<file path="config.mk">
export PLATFORM = sky130hd
export DESIGN_NAME = kmp_substring_search
export DESIGN_NICKNAME = d
export VERILOG_FILES = /design/src/hdl/kss_pkg.sv /design/src/hdl/kss_cell.sv /design/src/hdl/kss_result_queue.sv /design/src/hdl/kmp_substring_search.sv
export SDC_FILE = /design/constraint.sdc
export NUM_CORES = 1
export LEC_CHECK = 0
export BUFFER_PORTS_ARGS = -buffer_cell sky130_fd_sc_hd__buf_2
export CORE_UTILIZATION = 55
export CTS_CLUSTER_DIAMETER = 60
export DETAILED_ROUTE_END_ITERATION = 7
export PLACE_DENSITY = 0.71
export REMOVE_ABC_BUFFERS = 1
export SLEW_MARGIN = 30
export SYNTH_ARGS = -nofsm -noshare
export SYNTH_HDL_FRONTEND = slang
export SYNTH_SLANG_ARGS = --single-unit
</file>
<file path="constraint.sdc">
create_clock -name aclk -period 5.59 [get_ports aclk]
set_clock_uncertainty 0.15 [all_clocks]
set_input_delay 0.8385 -clock aclk [delete_from_list [all_inputs] [get_ports aclk]]
set_output_delay 0.8385 -clock aclk [all_outputs]
set_load 0.005 [all_outputs]
</file>
<file path="src/hdl/kss_pkg.sv">
// ----------------------------------------------------------------------------
// kss_pkg
// Shared constants and types for the substring search block: default sizes,
// input action codes, the cell control bundle and the result record.
// ----------------------------------------------------------------------------
package kss_pkg;

    // Default sizes
    localparam int MAX_PATTERN_DEF   = 32;
    localparam int POSITION_BITS_DEF = 32;

    // Byte and result widths fixed by the channel layout
    localparam int BYTE_W = 8;
    localparam int OUT_POS_W = 32;

    // Input action codes
    localparam logic ACT_PATTERN = 1'b0;
    localparam logic ACT_TEXT    = 1'b1;

    // Control broadcast to every cell of the chain
    typedef struct packed {
        logic              clear;      // drop all partial matches
        logic              step;       // advance the chain by one text byte
        logic [BYTE_W-1:0] byte_value; // pattern byte to store or text byte
    } cell_ctrl_t;

    // One result transaction
    typedef struct packed {
        logic                 found;
        logic [OUT_POS_W-1:0] position;
    } result_t;

endpackage

</file>
<file path="src/hdl/kss_cell.sv">
// ----------------------------------------------------------------------------
// kss_cell
// One cell of the matcher chain: holds one pattern byte and a flag that says
// a pattern prefix ending in this cell ends at the latest text byte.
// ----------------------------------------------------------------------------
module kss_cell (
    input  logic                    aclk,
    input  logic                    aresetn,
    input  kss_pkg::cell_ctrl_t     ctrl,
    input  logic                    wr_en,       // store ctrl.byte_value here
    input  logic                    prev_active, // neighbour's flag (1 for cell 0)
    output logic                    active_next, // flag for the current text byte
    output logic                    active
);

    logic [kss_pkg::BYTE_W-1:0] pattern_reg;
    logic                       active_reg;

    // Store the pattern byte when selected
    always_ff @(posedge aclk) begin
        if (wr_en) begin
            pattern_reg <= ctrl.byte_value;
        end
    end

    // Extend the neighbour's prefix when this byte matches
    always_comb begin
        if (ctrl.step) begin
            active_next = prev_active && (pattern_reg == ctrl.byte_value);
        end else begin
            active_next = active_reg;
        end
    end

    // Hold the flag; drop it when the chain is cleared
    always_ff @(posedge aclk) begin
        if (!aresetn) begin
            active_reg <= 1'b0;
        end else if (ctrl.clear) begin
            active_reg <= 1'b0;
        end else begin
            active_reg <= active_next;
        end
    end

    assign active = active_reg;

endmodule

</file>
<file path="src/hdl/kss_result_queue.sv">
// ----------------------------------------------------------------------------
// kss_result_queue
// Two-entry output queue: lets the search side go on while a result waits
// on the master side.
// ----------------------------------------------------------------------------
module kss_result_queue (
    input  logic              aclk,
    input  logic              aresetn,
    input  logic              push,
    input  kss_pkg::result_t  push_data,
    output logic              full,
    output logic              m_valid,
    input  logic              m_ready,
    output kss_pkg::result_t  m_data
);

    kss_pkg::result_t slot0_reg;
    kss_pkg::result_t slot1_reg;
    logic [1:0]       count_reg;
    logic [1:0]       count_next;
    logic             pop;

    assign pop     = m_valid && m_ready;
    assign m_valid = (count_reg != 2'd0);
    assign full    = (count_reg == 2'd2);
    assign m_data  = slot0_reg;

    // Track occupancy
    always_comb begin
        count_next = count_reg;
        if (push && !pop) begin
            count_next = count_reg + 2'd1;
        end else if (pop && !push) begin
            count_next = count_reg - 2'd1;
        end
    end

    always_ff @(posedge aclk) begin
        if (!aresetn) begin
            count_reg <= 2'd0;
        end else begin
            count_reg <= count_next;
        end
    end

    // Move payload: head first, shift on pop
    always_ff @(posedge aclk) begin
        if (pop) begin
            slot0_reg <= (push && count_reg == 2'd1) ? push_data : slot1_reg;
            if (push && count_reg == 2'd2) begin
                slot1_reg <= push_data;
            end
        end else if (push) begin
            if (count_reg == 2'd0) begin
                slot0_reg <= push_data;
            end else begin
                slot1_reg <= push_data;
            end
        end
    end

endmodule

</file>
<file path="src/hdl/kmp_substring_search.sv">
// ----------------------------------------------------------------------------
// kmp_substring_search
// First-occurrence substring search over a byte stream, built as a chain of
// comparator cells, one per pattern byte.
//
//   Channel | Dir | tdata              | tuser      | tlast
//   s_      | in  | [7:0] byte_value   | [0] action | last
//   m_      | out | [31:0] position    | [0] found  | -
//
// One transaction is taken per cycle while s_tready is high, pattern or text
// alike; every cell compares its byte with the text byte in the same cycle
// and passes its prefix flag to the next cell. A result enters a two-entry
// queue when the text byte marked last is taken. Reset is synchronous,
// active low, and clears lengths, flags and positions. s_tready drops only
// while both queue entries hold results that the master side has not taken.
// ----------------------------------------------------------------------------
module kmp_substring_search #(
    parameter int MAX_PATTERN   = kss_pkg::MAX_PATTERN_DEF,
    parameter int POSITION_BITS = kss_pkg::POSITION_BITS_DEF
) (
    input  logic        aclk,
    input  logic        aresetn,
    input  logic        s_tvalid,
    output logic        s_tready,
    input  logic [7:0]  s_tdata,   // [7:0] byte_value
    input  logic        s_tuser,   // [0] action
    input  logic        s_tlast,
    output logic        m_tvalid,
    input  logic        m_tready,
    output logic [31:0] m_tdata,   // [31:0] position
    output logic        m_tuser    // [0] found
);

    localparam int LEN_W = $clog2(MAX_PATTERN + 1);
    localparam int PB    = POSITION_BITS;

    logic                 accept;
    logic                 is_text;
    logic                 queue_full;
    logic [LEN_W-1:0]     len_reg, len_next, wr_idx;
    logic                 too_long_reg, too_long_next;
    logic                 loading_reg, loading_next;
    logic [PB-1:0]        tpos_reg, tpos_next;
    logic                 seen_reg, seen_next;
    logic [PB-1:0]        mpos_reg, mpos_next;
    logic                 search_en;
    logic                 hit;
    logic [PB-1:0]        hit_pos;
    logic [31:0]          pos_out;
    logic                 seen_final;
    logic [PB-1:0]        mpos_final;
    kss_pkg::cell_ctrl_t  ctrl;
    kss_pkg::result_t     res;
    logic [MAX_PATTERN-1:0] act_next, act, wr_sel, tail_sel;

    assign s_tready = !queue_full;
    assign accept   = s_tvalid && s_tready;
    assign is_text  = (s_tuser == kss_pkg::ACT_TEXT);

    // Pattern write slot: restart at zero when a new pattern run begins
    assign wr_idx    = loading_reg ? len_reg : '0;
    assign search_en = !seen_reg && !too_long_reg && (len_reg != '0);

    // Broadcast control to the chain; drop partial matches on a pattern byte
    // and once the text run ends
    always_comb begin
        ctrl.byte_value = s_tdata;
        ctrl.clear      = accept && (!is_text || s_tlast);
        ctrl.step       = accept && is_text && search_en;
    end

    // Cell chain
    for (genvar i = 0; i < MAX_PATTERN; i++) begin : g_cell
        assign wr_sel[i]   = accept && !is_text && (wr_idx == LEN_W'(i));
        assign tail_sel[i] = (len_reg == LEN_W'(i + 1));
        kss_cell u_cell (
            .aclk        (aclk),
            .aresetn     (aresetn),
            .ctrl        (ctrl),
            .wr_en       (wr_sel[i]),
            .prev_active ((i == 0) ? 1'b1 : act[(i == 0) ? 0 : i - 1]),
            .active_next (act_next[i]),
            .active      (act[i])
        );
    end

    // Full match when the cell at the pattern's end lights up
    assign hit     = ctrl.step && |(act_next & tail_sel);
    assign hit_pos = tpos_reg + PB'(1) - PB'(len_reg);

    // Pattern load and text bookkeeping
    always_comb begin
        len_next      = len_reg;
        too_long_next = too_long_reg;
        loading_next  = loading_reg;
        tpos_next     = tpos_reg;
        seen_next     = seen_reg;
        mpos_next     = mpos_reg;
        seen_final    = seen_reg;
        mpos_final    = mpos_reg;
        if (accept) begin
            if (!is_text) begin
                tpos_next = '0;
                seen_next = 1'b0;
                mpos_next = '0;
                if (!loading_reg) begin
                    too_long_next = 1'b0;
                end
                if (wr_idx >= LEN_W'(MAX_PATTERN)) begin
                    too_long_next = 1'b1;
                    len_next      = wr_idx;
                end else begin
                    len_next = wr_idx + LEN_W'(1);
                end
                loading_next = !s_tlast;
            end else begin
                loading_next = 1'b0;
                if (hit) begin
                    seen_final = 1'b1;
                    mpos_final = hit_pos;
                end
                if (tpos_reg != '1) begin
                    tpos_next = tpos_reg + PB'(1);
                end
                seen_next = seen_final;
                mpos_next = mpos_final;
                // End of run: drop text state
                if (s_tlast) begin
                    tpos_next = '0;
                    seen_next = 1'b0;
                    mpos_next = '0;
                end
            end
        end
    end

    always_ff @(posedge aclk) begin
        if (!aresetn) begin
            len_reg      <= '0;
            too_long_reg <= 1'b0;
            loading_reg  <= 1'b0;
            tpos_reg     <= '0;
            seen_reg     <= 1'b0;
            mpos_reg     <= '0;
        end else begin
            len_reg      <= len_next;
            too_long_reg <= too_long_next;
            loading_reg  <= loading_next;
            tpos_reg     <= tpos_next;
            seen_reg     <= seen_next;
            mpos_reg     <= mpos_next;
        end
    end

    // Clamp the start position to the result width
    if (PB > 32) begin : g_clamp
        assign pos_out = (|mpos_final[PB-1:32]) ? '1 : mpos_final[31:0];
    end else begin : g_ext
        assign pos_out = 32'(mpos_final);
    end

    always_comb begin
        res.found    = seen_final;
        res.position = seen_final ? pos_out : '1;
    end

    kss_result_queue u_queue (
        .aclk      (aclk),
        .aresetn   (aresetn),
        .push      (accept && is_text && s_tlast),
        .push_data (res),
        .full      (queue_full),
        .m_valid   (m_tvalid),
        .m_ready   (m_tready),
        .m_data    ({m_tuser, m_tdata})
    );

`ifndef SYNTHESIS
    a_len_bound: assert property (@(posedge aclk) disable iff (!aresetn)
        len_reg <= LEN_W'(MAX_PATTERN))
        else $error("pattern length beyond cell count");

    a_result_queued: assert property (@(posedge aclk) disable iff (!aresetn)
        (accept && is_text && s_tlast) |=> m_tvalid)
        else $error("text run ended without a queued result");

    a_pattern_clears: assert property (@(posedge aclk) disable iff (!aresetn)
        (accept && !is_text) |=> (!seen_reg && (tpos_reg == '0) && (act == '0)))
        else $error("pattern byte left text state behind");

    a_text_ends_load: assert property (@(posedge aclk) disable iff (!aresetn)
        (accept && is_text) |=> !loading_reg)
        else $error("loading still open after a text byte");
`endif

endmodule
</file>
* Word level (Yosys, flattened, before mapping)
Index checks and enable logic that the tools add are counted.
Widths: inputs -> output; s select.
** Storage, ports and cells
- Register bits after elaboration :: 429
- Output and inout port bits :: 35
- Word-level logic and storage cells :: 346
** Operators by class
- $add $sub $neg :: 5
- Order comparisons :: 1
- Equal/unequal tests :: 102
- Mux-type cells :: 61
- Bitwise operators :: 3
- Reduce and logical (&&, ||, !) cells :: 99
** Operator list (count)
- $mux 32 :: 9
- $mux 33 :: 8
- $eq 8x8->1 :: 32
- $eq 6x5->1 const B :: 32
- $eq 6x4->1 const B :: 16
- $logic_and 1x1->1 :: 77
- $eq 6x3->1 const B :: 8
- $mux 1 :: 40
- $add 32x1->32 const B :: 1
- $and 32x32->32 :: 1
- $ne 32x32->1 const B :: 1
- $reduce_or 32->1 :: 1
- $sub 32x6->32 :: 1
- $eq 6x2->1 const B :: 4
- $eq 6x1->1 const B :: 2
- $mux 6 :: 2
- $reduce_bool 2->1 :: 4
- $logic_not 1->1 :: 7
- $add 6x1->6 const B :: 1
- $eq 6x6->1 const B :: 1
- $ge 6x6->1 const B :: 1
- $logic_not 6->1 :: 1
- $reduce_and 2->1 :: 3
- $reduce_and 3->1 :: 2
- 13 further kinds :: 16

* Logic depth before layout (Yosys ltp)
- Word-level depth :: 16
- Gate-level depth with buffers :: 13

* By module
From an unflattened synthesis, not the netlist that was laid out.
** Second synthesis, totals
- Cell total of the unflattened synthesis :: 1720
- Area, all modules :: 20873.8 um2
** By module, submodules not included
- kss_cell :: times used 32, cells each 25, area each 382.9 um2, seq. area each 260.2 um2
- kmp_substring_search :: times used 1, cells each 791, area each 5889.4 um2, seq. area each 1461.4 um2
- kss_result_queue :: times used 1, cells each 129, area each 2732.6 um2, seq. area each 2021.9 um2

* Least setup slack after synthesis
Ideal clock, no wire load.
- Path type :: input to register
- Start :: input port s_tuser
- End :: register u_queue.slot1_reg[0] in the netlist's numbering, enable pin
- Data arrival time :: 3.911 ns
- Data required time :: 4.968 ns
- Path slack :: 1.057 ns
- Cell stages on the path :: 4
- Cell sequence :: clkbuf_1 > and3_1 > clkbuf_1 > nor3b_1
** Between the ends
- Word-level cells in the longest chain between the ends :: 5
- Elaborated cells on any way between the ends :: 6
- Classes of those cells :: eq/ne: 1; reduce/logical: 5
** RTL lines
- start, declared :: RTL line kmp_substring_search.sv:26 : input logic s_tuser,
- $logic_and 1x1->1 (*) (2 in series) :: RTL line kmp_substring_search.sv:170 : .push (accept && is_text && s_tlast),
- $logic_and 1x1->1 :: RTL line kss_result_queue.sv:50 : if (push && count_reg == 2'd2) begin
- $ne 2x2->1 (no line)
- $reduce_and 3->1 (no line) (*)
- end signal, assigned :: RTL line kss_result_queue.sv:51 : slot1_reg <= push_data;
- end signal, assigned :: RTL line kss_result_queue.sv:57 : slot1_reg <= push_data;
- end, declared :: RTL line kss_result_queue.sv:18 : kss_pkg::result_t slot1_reg;
Mark *: on every way between the ends. The rest lies on a longest branch, timed or not.
A chain may end at the register's enable or synchronous reset.

* Worst setup path after layout
- Start :: register u_queue.count_reg[0]
- End :: register u_queue.slot0_reg (netlist bit u_queue.m_data[28]), data pin
** Between the ends
- Word-level cells in the longest chain between the ends :: 16
- Elaborated cells on any way between the ends :: 56
- Classes of those cells :: eq/ne: 2; mux: 43; bitwise: 1; reduce/logical: 10
** RTL lines
- start, declared :: RTL line kss_result_queue.sv:19 : logic [1:0] count_reg;
- start signal, assigned :: RTL line kss_result_queue.sv:42 : count_reg <= count_next;
- $eq 2x2->1 :: RTL line kss_result_queue.sv:25 : assign full = (count_reg == 2'd2);
- $logic_not 1->1 :: RTL line kmp_substring_search.sv:56 : assign s_tready = !queue_full;
- $logic_and 1x1->1 :: RTL line kmp_substring_search.sv:57 : assign accept = s_tvalid && s_tready;
- $logic_and 1x1->1 :: RTL line kmp_substring_search.sv:69, kmp_substring_search.sv:170
- $logic_and 1x1->1 :: RTL line kmp_substring_search.sv:69 : ctrl.step = accept && is_text && search_en;
- $mux 1 :: RTL line kss_cell.sv:28 : if (ctrl.step) begin
- $and 32x32->32 :: RTL line kmp_substring_search.sv:88 : assign hit = ctrl.step && |(act_next & tail_sel);
- $reduce_or 32->1 :: RTL line kmp_substring_search.sv:88
- $logic_and 1x1->1 :: RTL line kmp_substring_search.sv:88
- $mux 32 or $mux 1 (tied branches) :: RTL line kmp_substring_search.sv:118 : if (hit) begin
- $mux 32 or $mux 1 (tied branches) :: RTL line kmp_substring_search.sv:102 : if (!is_text) begin
- $mux 32 or $mux 1 (tied branches) :: RTL line kmp_substring_search.sv:101 : if (accept) begin
- $mux 32 :: RTL line kmp_substring_search.sv:164 : res.position = seen_final ? pos_out : '1;
- $mux 33 :: RTL line kss_result_queue.sv:54 : if (count_reg == 2'd0) begin
- $mux 33 :: RTL line kss_result_queue.sv:53 : end else if (push) begin
- $mux 33 (*) :: RTL line kss_result_queue.sv:48 : if (pop) begin
- end signal, assigned :: RTL line kss_result_queue.sv:49 : slot0_reg <= (push && count_reg == 2'd1) ? push_data : slot1_reg;
- end signal, assigned :: RTL line kss_result_queue.sv:55 : slot0_reg <= push_data;
- end, declared :: RTL line kss_result_queue.sv:17 : kss_pkg::result_t slot0_reg;
Mark *: on every way between the ends. The rest lies on a longest branch, timed or not. The select of a mux whose other input is x is not followed.

==> results.txt <==
Status: finished, final reports clean
Total die area: 37600 sq um
Asr flop ratio synth: 0
Global-route wire length before repair: 73700 um
Reg2reg path depth: 12
Via/cell ratio: 5.92
Mapped Avg Cell Area: 11.1 sq um
Hold endpoint: g_cell[9].u_cell.active
Routed len/inst: 19.7 um
Initial antenna violation count: 2
H-tree depth: 2
Pwr dens: 330 nW/um^2
YS warnings: 0
Synth-to-Final Area Change: 11.6%
Clock transition at path regs: 0.06 ns
Hold depth: 2
Layout cells sized above 1: 0.101
DRC viols: 0
Critical path data arrival time: 4.51 ns
Tcrit/Tclk final: 0.783
CTS Buf Count: 46
Seq cells post-synth: 428
Clk buf depth: 3
Final setup fails: 0
Post-CTS sizing: 0
IO Port Bufs: 48
Number of fill cells: 2800
DRT iter0 DRCs: 1165
DRT antenna net count: 0
Maximum VDD drop: 0.251 mV
Hpwl dp: 30000 um
Final TNS setup: 0 ns
Slowest cell on crit path: nor4b_1
Ports: 49
Chip height: 194 um
Top-area cell type share of the netlist area: 0.477
Clock root buffer master: clkbuf_16
Crit Path Category: reg2reg
Reg2Reg Capture Point: u_queue.m_data[28]
Post-CTS Setup Inserts: 0
Max Freq: 229 MHz
DR pass1 iterations: 6
Normalized max-slew margin: 0.364
WL final: 45900 um
Max FFs per register: 256
Hold Crit Start: g_cell[9].u_cell.active
GRT Residual Overflow: 0
Critical-path cell list: inv_1 -> ha_1 -> nor4b_1 -> nand2_1 -> a21oi_2 -> buf_4 -> nand4_1 -> a31oi_1 -> nor2_1 -> a21oi_4 -> buf_12 -> a31oi_1
Post-route core utilization: 0.630
Final #Nets: 1868
Total of max-cap violations: 0
Reg2reg setup slack: 1.21 ns
Vias in the first global route: 13200
Period minus WS final: 4.38 ns
Row Count: 69
Slew @ Worst Pin: 0.946 ns
Chip Width: 194 um
Via count: 13800
CTS tree: built
Post-synth cell types: 65
Synth Flop Type: edfxtp_1
CP Capture Type: flop
Tot GR Track Use: 0.247
CTS Sinks: 428
Max-slew violations: 0
Hold Buf Count CTS: 0
Cells after Synth: 1822
Reg-to-reg startpoint: u_queue.count_reg[0]
Critical path startpoint category: flop
Synth top area cells: edfxtp_1 48%, xnor2_1 12%, dfxtp_1 10%, nand2_1 3.2%, a21oi_1 2.3%
Most Frequent Cell on Critical Path: a31oi_1
Core area: 35900 sq um
Cell accounting for the most synthesized area: edfxtp_1
Routability cong.: 0.859
Critical Path Fanout Max: 80
Final Hold Viols: 0
Critical path data required time: 5.72 ns
Hold Path Class: reg2reg
Starting density of the core: 0.565
Largest net degree at the start of global routing: 81
Post-synth EDFFs: 322
RSZ-0062 raised after global routing: false
Post-synthesis sequential area ratio: 0.581
LEAKAGE: 0.00699 uW
Slowest cell delay on critical path: 0.59 ns
Clock latency on the worst-skew pair: 0.57 ns
Synthesized area: 20300 sq um
## worst max-delay path by stage
stage,startpoint,endpoint,slack (ns),cells past startpoint
finish,u_queue.count_reg[0],u_queue.m_data[28],1.21,12
global route,u_queue.count_reg[0],u_queue.m_data[28],0.92,12
CTS,u_queue.count_reg[0],u_queue.m_data[28],1.31,12
detailed placement,s_tdata[2],u_queue.m_data[31],1.10,11
global placement,s_tdata[6],u_queue.slot1_reg[32],0.80,11
floorplan,s_tvalid,u_queue.m_data[0],-0.97,8
## Yosys cell counts, types with 2 or more instances
cell	count
a211oi_1	5
a21boi_0	14
a21o_1	4
a21oi_1	94
a221oi_1	2
a22o_1	2
a22oi_1	4
a311oi_1	2
a31oi_1	27
a32oi_1	2
and2_1	33
and3_1	8
and4_1	6
buf_2	27
buf_4	3
clkbuf_1	90
dfxtp_1	106
edfxtp_1	322
ha_1	15
inv_1	23
mux2i_1	6
nand2_1	175
nand2b_1	5
nand3_1	64
nand3b_1	8
nand4_1	46
nor2_1	125
nor2b_1	22
nor3_1	49
nor3b_1	4
nor4_1	37
nor4_2	2
o2111ai_1	2
o211a_1	4
o211ai_1	4
o21a_1	10
o21ai_0	58
o22a_1	3
o22ai_1	34
o31ai_1	21
or2_2	6
or3_1	8
or4_1	9
xnor2_1	283
xor2_1	28
## metal layers
layer	vias up	wire length, um	GRT usage
li1	6593	-	-
met1	6702	20400	0.350
met2	455	21600	0.392
met3	93	2810	0.0383
met4	0	1150	0.0779
met5	-	0	0
## critical path: cells and delay by family (launching register included)
family          cells  cell delay [ns]
buf+inv             3             0.77
fa+ha+maj           1             0.30
compound gates      4             1.28
simple gates        4             1.16
flops               1             0.36
## power by group
part / internal, uW / switching (uW)
Combinational: 263 / 501
Clock: 1860 / 1260
Sequential: 3540 / 32.6
Total: 5660 / 1800
## metrics by stage
| step | hold slack (ns) | total power [uW] | instances | cell area (sq um) | setup slack [ns] |
|---|---|---|---|---|---|
| after floorplan | 0.282 | 4060 | 1701 | 19800 | -0.972 |
| after global placement | 0.292 | 4390 | 2251 | 21000 | 0.802 |
| after detailed placement | 0.298 | 4400 | 2251 | 21100 | 1.10 |
| after CTS | 0.307 | 7510 | 2336 | 22600 | 1.31 |
| after global routing | 0.324 | 7710 | 2337 | 22600 | 0.920 |
| final | 0.307 | 7460 | 2337 | 22600 | 1.21 |
## cell usage in the layout, fill, tap and decap left out, types with 8 or more instances in the layout
master,count
a21boi_0,14
a21oi_1,92
a31oi_1,27
and2_1,33
and3_1,8
buf_2,48
buf_4,34
clkbuf_1,10
clkbuf_16,49
dfxtp_1,106
edfxtp_1,322
ha_1,15
inv_1,22
nand2_1,175
nand3_1,64
nand3b_1,8
nand4_1,46
nor2_1,125
nor2b_1,22
nor3_1,45
nor4_1,36
o21a_1,10
o21ai_0,58
o22ai_1,34
o31ai_1,21
or3_1,8
or4_1,9
xnor2_1,283
xor2_1,28
## final cells by class
cell class / count / area (sq um) / area share
well taps: 461 / 577 / 0.0255
clock buffers: 60 / 1280 / 0.0564
clock inverters: 25 / 284 / 0.0126
multi-input cells: 1250 / 7980 / 0.352
inverters: 23 / 86.3 / 0.00381
diodes: 1 / 2.50 / 0.000111
repair buffers: 89 / 636 / 0.0281
flip-flops and latches: 428 / 11800 / 0.521
## cell families (layout without fill, tap and decap cells)
logic type,Yosys count,count (layout),synth area share
simple gates,614,614,0.150
mux,7,7,0.00352
fa+ha+maj,16,16,0.0102
compound gates,302,302,0.0912
buf+inv,144,197,0.0289
xor+xnor,311,311,0.134
other cells,0,1,0
flops,428,428,0.581
Power figures use the tool's default switching activity.
